## src/rtl/segment_intersection_assert.svh

```systemverilog
// ---------------------------------------------------------------------------
// Segment intersection assertion macros
// Concurrent checks used by the segment intersection block; empty for synthesis.
// ---------------------------------------------------------------------------
`ifndef SEGMENT_INTERSECTION_ASSERT_SVH
`define SEGMENT_INTERSECTION_ASSERT_SVH
`ifndef SYNTH
// Check a property on every clock edge outside reset
`define SEGINT_ASSERT(lbl, prop, msg) \
	lbl: assert property (@(posedge clk) disable iff (!arst_n) (prop)) else $error(msg);
// Check that a trigger is followed by a condition in the next cycle
`define SEGINT_ASSERT_NEXT(lbl, ante, cons, msg) \
	lbl: assert property (@(posedge clk) disable iff (!arst_n) (ante) |=> (cons)) \
		else $error(msg);
`else
`define SEGINT_ASSERT(lbl, prop, msg)
`define SEGINT_ASSERT_NEXT(lbl, ante, cons, msg)
`endif
`endif

```

## src/rtl/segint_pkg.sv

```systemverilog
// ---------------------------------------------------------------------------
// Segment intersection package
// Widths, transaction types and the result kind shared by the pipeline.
// ---------------------------------------------------------------------------
package segint_pkg;

	// Coordinate width of every endpoint field
	localparam int unsigned COORD_WIDTH   = 16;
	localparam int unsigned FRAC_BITS_DEF = 16;
	localparam int unsigned OUT_WIDTH     = 32;

	// Coordinate difference, product, determinant and magnitude widths
	localparam int unsigned DIFF_WIDTH = COORD_WIDTH + 1;
	localparam int unsigned PROD_WIDTH = 2 * COORD_WIDTH + 1;
	localparam int unsigned DET_WIDTH  = 2 * COORD_WIDTH + 2;
	localparam int unsigned MAG_WIDTH  = 2 * COORD_WIDTH + 1;
	// Product of a delta magnitude and the t numerator
	localparam int unsigned NUMP_WIDTH = COORD_WIDTH + MAG_WIDTH;

	typedef logic signed [COORD_WIDTH-1:0] coord_t;

	typedef struct packed {
		coord_t first_start_x;
		coord_t first_start_y;
		coord_t first_end_x;
		coord_t first_end_y;
		coord_t second_start_x;
		coord_t second_start_y;
		coord_t second_end_x;
		coord_t second_end_y;
	} seg_t;

	typedef struct packed {
		logic                        hit;
		logic signed [OUT_WIDTH-1:0] cross_x;
		logic signed [OUT_WIDTH-1:0] cross_y;
	} result_t;

	// How the result point is formed
	typedef enum logic [1:0] {
		KIND_NONE,
		KIND_FIRST_START,
		KIND_FIRST_END,
		KIND_CROSS
	} kind_t;

	// Sideband that travels with each transaction down the pipeline
	typedef struct packed {
		kind_t                  kind;
		logic                   ep_start;
		logic                   ep_end;
		logic                   sub_x;
		logic                   sub_y;
		logic [COORD_WIDTH-1:0] mag_x;
		logic [COORD_WIDTH-1:0] mag_y;
		coord_t                 x1;
		coord_t                 y1;
		coord_t                 x2;
		coord_t                 y2;
	} side_t;

endpackage

```

## src/rtl/segint_scale.sv

```systemverilog
// ---------------------------------------------------------------------------
// Segment intersection range test and numerator stages
// Stages 4 to 6: sign normalize, range test and result kind, then the
// delta times t numerator products split in two halves.
// ---------------------------------------------------------------------------
module segint_scale (
	input  logic                                     clk,
	input  logic                                     arst_n,
	input  logic                                     adv,
	input  logic                                     det_valid,
	input  segint_pkg::side_t                        det_side,
	input  logic signed [segint_pkg::DET_WIDTH-1:0]  det_den,
	input  logic signed [segint_pkg::DET_WIDTH-1:0]  det_tn,
	input  logic signed [segint_pkg::DET_WIDTH-1:0]  det_un,
	output logic                                     num_valid,
	output segint_pkg::side_t                        num_side,
	output logic [segint_pkg::MAG_WIDTH-1:0]         num_den,
	output logic [segint_pkg::NUMP_WIDTH-1:0]        prod_x,
	output logic [segint_pkg::NUMP_WIDTH-1:0]        prod_y
);
	import segint_pkg::*;

	localparam int unsigned LO_WIDTH = (MAG_WIDTH + 1) / 2;
	localparam int unsigned HI_WIDTH = MAG_WIDTH - LO_WIDTH;

	logic                          valid_s4, valid_s5, valid_s6;
	side_t                         side_c, side_s4, side_s5, side_s6;
	logic signed [DET_WIDTH-1:0]   den_n, tn_n, un_n;
	logic                          pass_c;
	logic [MAG_WIDTH-1:0]          den_s4, den_s5, den_s6, tn_s4;
	logic [COORD_WIDTH+LO_WIDTH-1:0] plx_s5, ply_s5;
	logic [COORD_WIDTH+HI_WIDTH-1:0] phx_s5, phy_s5;
	logic [NUMP_WIDTH-1:0]         prodx_s6, prody_s6;

	// Normalize to a positive den and pick the result kind
	always_comb begin
		if (det_den[DET_WIDTH-1]) begin
			den_n = -det_den;
			tn_n  = -det_tn;
			un_n  = -det_un;
		end else begin
			den_n = det_den;
			tn_n  = det_tn;
			un_n  = det_un;
		end
		pass_c = (den_n != '0) && !tn_n[DET_WIDTH-1] && !un_n[DET_WIDTH-1] &&
			(tn_n <= den_n) && (un_n <= den_n);

		side_c = det_side;
		if (det_side.ep_start) begin
			side_c.kind = KIND_FIRST_START;
		end else if (det_side.ep_end) begin
			side_c.kind = KIND_FIRST_END;
		end else if (pass_c) begin
			side_c.kind = KIND_CROSS;
		end else begin
			side_c.kind = KIND_NONE;
		end
	end

	// Advance valid bits
	always_ff @(posedge clk or negedge arst_n) begin
		if (!arst_n) begin
			valid_s4 <= 1'b0;
			valid_s5 <= 1'b0;
			valid_s6 <= 1'b0;
		end else if (adv) begin
			valid_s4 <= det_valid;
			valid_s5 <= valid_s4;
			valid_s6 <= valid_s5;
		end
	end

	// Stage 4: test; stage 5: half products; stage 6: combine halves
	always_ff @(posedge clk) begin
		if (adv) begin
			side_s4 <= side_c;
			den_s4  <= den_n[MAG_WIDTH-1:0];
			tn_s4   <= tn_n[MAG_WIDTH-1:0];

			side_s5 <= side_s4;
			den_s5  <= den_s4;
			plx_s5  <= (COORD_WIDTH+LO_WIDTH)'(side_s4.mag_x) *
				(COORD_WIDTH+LO_WIDTH)'(tn_s4[LO_WIDTH-1:0]);
			ply_s5  <= (COORD_WIDTH+LO_WIDTH)'(side_s4.mag_y) *
				(COORD_WIDTH+LO_WIDTH)'(tn_s4[LO_WIDTH-1:0]);
			phx_s5  <= (COORD_WIDTH+HI_WIDTH)'(side_s4.mag_x) *
				(COORD_WIDTH+HI_WIDTH)'(tn_s4[MAG_WIDTH-1:LO_WIDTH]);
			phy_s5  <= (COORD_WIDTH+HI_WIDTH)'(side_s4.mag_y) *
				(COORD_WIDTH+HI_WIDTH)'(tn_s4[MAG_WIDTH-1:LO_WIDTH]);

			side_s6  <= side_s5;
			den_s6   <= den_s5;
			prodx_s6 <= (NUMP_WIDTH'(phx_s5) << LO_WIDTH) + NUMP_WIDTH'(plx_s5);
			prody_s6 <= (NUMP_WIDTH'(phy_s5) << LO_WIDTH) + NUMP_WIDTH'(ply_s5);
		end
	end

	assign num_valid = valid_s6;
	assign num_side  = side_s6;
	assign num_den   = den_s6;
	assign prod_x    = prodx_s6;
	assign prod_y    = prody_s6;

endmodule

```

## config.mk

```make
export PLATFORM = sky130hd
export DESIGN_NAME = segint_scale
export DESIGN_NICKNAME = d
export VERILOG_FILES = /design/src/rtl/segment_intersection_assert.svh /design/src/rtl/segint_pkg.sv /design/src/rtl/segint_scale.sv
export SDC_FILE = /design/constraint.sdc
export NUM_CORES = 2
export LEC_CHECK = 0
export CAP_MARGIN = 30
export CORE_MARGIN = 5
export CORE_UTILIZATION = 34
export CTS_CLUSTER_DIAMETER = 50
export DETAILED_ROUTE_END_ITERATION = 10
export DONT_BUFFER_PORTS = 1
export MAX_ROUTING_LAYER = met4
export PLACE_DENSITY = 0.53
export SLEW_MARGIN = 20
export SYNTH_ARGS = -nofsm -noshare
export SYNTH_HDL_FRONTEND = slang
export SYNTH_SLANG_ARGS = --single-unit
```

## constraint.sdc

```tcl
create_clock -name clk -period 9.1 [get_ports clk]
set_input_delay 0.455 -clock clk [delete_from_list [all_inputs] [get_ports clk]]
set_output_delay 0.455 -clock clk [all_outputs]
set_load 0.05 [all_outputs]
```

==> impl_metrics.tcl <==
set metrics [dict create \
    start_util_pct 34.2 \
    cts_buffer_depth 3 \
    globalplace.congestion 0.860 \
    drtAntennaViolNets 0 \
    fin_skew_ns 0.0550 \
    core_area_um2 176000 \
    die_area_um2 186000 \
    rr_worst_depth 20 \
    hold_path.class "in -> reg" \
    relSlewSlack_pct 30.8 \
    chipHeight_um 431 \
    start_kind "flip-flop" \
    cts_buffers 96 \
    clock_sinks 669 \
    fin_nets 7145 \
    root_buffer "clkbuf_16" \
    clock_latency_ns 0.74 \
    viasPerCell 4.82 \
    hpwl_um 116000 \
    maxCapViolations 0 \
    worstPathArrival_ns 7.95 \
    crit_path_max_fanout 11 \
    die_x_um 431 \
    critPathSlowestCell "edfxtp_1" \
    crit_path_max_incr_delay_ns 1.02 \
    pre_cts_ws_ns 1.61 \
    fillCellCount 17200 \
    slew_viol_final 0 \
    yosysMostFrequentCell "inv_1" \
    worstPathRequired_ns 9.54 \
    yosysUniqueCellTypes 67 \
    grt_max_degree 623 \
    wire_per_inst_um 19.4 \
    yosysTopAreaCell "edfxtp_1" \
    ys_warn_count 0 \
    clk_pin_slew_ns 0.05 \
    synth_area_um2 60400 \
    yosysSeqAreaShare_pct 33.2 \
    yosys-top-cells-count "inv_1, fa_1, edfxtp_1" \
    fmax_ghz 0.133 \
    cts_tree "done" \
    grt_use_total_pct 17.4 \
    fin_crit_sh_pct 82.6 \
    multi_input_area_um2 35900 \
    ys_ff_latch 669 \
    yosys.area.top_type_share_pct 33.1 \
    synth_enable_flop_cells 666 \
    drc 0 \
    rsz0062_at_grt "no" \
    period_minus_slack_ns 7.51 \
    drive_above_1_share_pct 5.04 \
    setup_ws_ns 1.59 \
    worstHoldPathCells 1 \
    end_kind "flip-flop" \
    vias 38700 \
    routed_wl_um 156000 \
    fin_tns_setup_ns 0 \
    async_flop_share_pct 0.448 \
    cts_repair_resize_count 0 \
    htree_num_levels 3 \
    setup_viol 0 \
    area_delta_synth_final_pct 13.2 \
    hold_viol 0 \
    overflow 0 \
    worstSetupPathType "reg -> reg" \
    synth_area_leaders "edfxtp_1, fa_1, ha_1" \
    rows 154 \
    synth_nets 7002 \
    syn-instance-count 5467 \
    grt_pass1_wl_um 245000 \
    ys.flop_type "edfxtp_1" \
    firstDrtPassIters 5 \
    ff_latch_area_um2 20100 \
    worst_pin_slew_ns 1.04 \
    drt_iter0_markers 1875 \
    crit_chain "buf_4, nand2_1, fa_1, fa_1, inv_1, fa_1, fa_1, fa_1, inv_1, fa_1, inv_1, ha_1, nand2_1, nor2_1, nand2_1, nor3_1, o2111ai_1, a2111oi_0, a21oi_1, xnor2_1" \
    io_pins 442 \
    grt_pass1_vias 42000 \
    syn_area_per_cell_um2 11.0 \
    antenna_found_initial 2 \
    port_buffers 0 \
    outcome "completed" \
    cpMostUsedCell "fa_1" \
]
## placed cells by master, fill, tap and decap left out, types with 20 or more instances in the layout
master	n
edfxtp_1	666
and2_1	511
nor2_1	94
xor2_1	52
o21ai_0	105
o211ai_1	25
nor3_1	34
xnor2_1	215
buf_4	94
nand3_1	38
dlygate4sd3_1	160
fa_1	806
o21bai_1	20
a21o_1	64
nand2b_1	35
inv_1	955
a21oi_1	148
ha_1	521
clkbuf_16	97
nor2b_1	20
nand4_1	44
or3_1	20
nand2_1	659
o31ai_1	26
o21a_1	21
## through the flow
| stage | instance area [um2] | hold slack [ns] | std cells | utilization (%) |
|---|---|---|---|---|
| after floorplan | 60400 | 0.159 | 5467 | - |
| after global placement | 63200 | 0.159 | 7685 | 35.8 |
| after detailed placement | 63300 | 0.160 | 7687 | 35.8 |
| after CTS | 68200 | 0.000926 | 8024 | 38.7 |
| after global routing | 68400 | 0.00649 | 8029 | 38.7 |
| final | 68400 | 0.0610 | 8031 | 38.7 |
## metal layers
metal	global-route usage (%)	part of all wire [%]	up-vias
met1	21.3	43	19600
met5	-	0	-
met3	3.70	6.4	202
met2	29.2	48	1040
li1	-	-	17900
met4	4.94	2.5	0
## worst max-delay path: cells and delay by family, from the launching register on
kind / cells / cell delay (ns)
and+or+nand+nor: 5 / 0.90
adders and majority gates: 7 / 3.35
DFF: 1 / 1.02
buffers and inverters: 4 / 0.51
xor gates and xnor gates: 1 / 0.18
AOI/OAI and AO/OA: 3 / 1.25
## state kept, by name, indices dropped and copies added, names as in the netlist
name / cells
num_side: 102
side_s4: 102
side_s5: 102
prod_x: 49
prod_y: 49
den_s4: 33
den_s5: 33
num_den: 33
plx_s5: 33
ply_s5: 33
tn_s4: 33
phx_s5: 32
phy_s5: 32
num_valid: 1
valid_s4: 1
valid_s5: 1
## cells by family after synthesis
family                   Yosys count  share of synthesized area (%)
AND/OR/NAND/NOR                 1516                           12.5
adder cells (fa/ha/maj)         1327                           37.5
buffers and inverters           1172                           7.28
flip-flops                       669                           33.2
AO/OA/AOI/OAI                    507                           5.40
XOR/XNOR                         267                           3.87
multiplexers                       9                          0.162
## worst paths after layout
check                      slack [ns]          end         from
max in group asynchronous        8.42    num_valid       arst_n
setup reg to reg                 1.59   phy_s5[31]  side_s4[74]
hold / removal                   0.06    den_s4[2]   det_den[2]
min in group asynchronous        0.53     valid_s5       arst_n
hold reg to reg                  0.40  num_den[25]   den_s5[25]
setup / recovery                 1.59   phy_s5[31]  side_s4[74]
## final cells by class
class                   count  share of cell area (%)
diodes                      2                 0.00732
clock buffers             104                    3.59
clock inverters            73                    1.32
inverters                 955                    5.24
multi-input cells        3626                    52.6
flip-flops and latches    669                    29.4
well taps                2340                    4.28
repair buffers            262                    3.64
## timing repair
action,4_1_cts,5_1_grt
hold buffers,160,1
buffers inserted,0,0
setup endpoints to repair,0,0
endpoints found under the hold margin,197,7
Power is left out: the tool's default activity adds up to more than one toggle a clock period on the data nets, which glitch-free logic cannot reach.
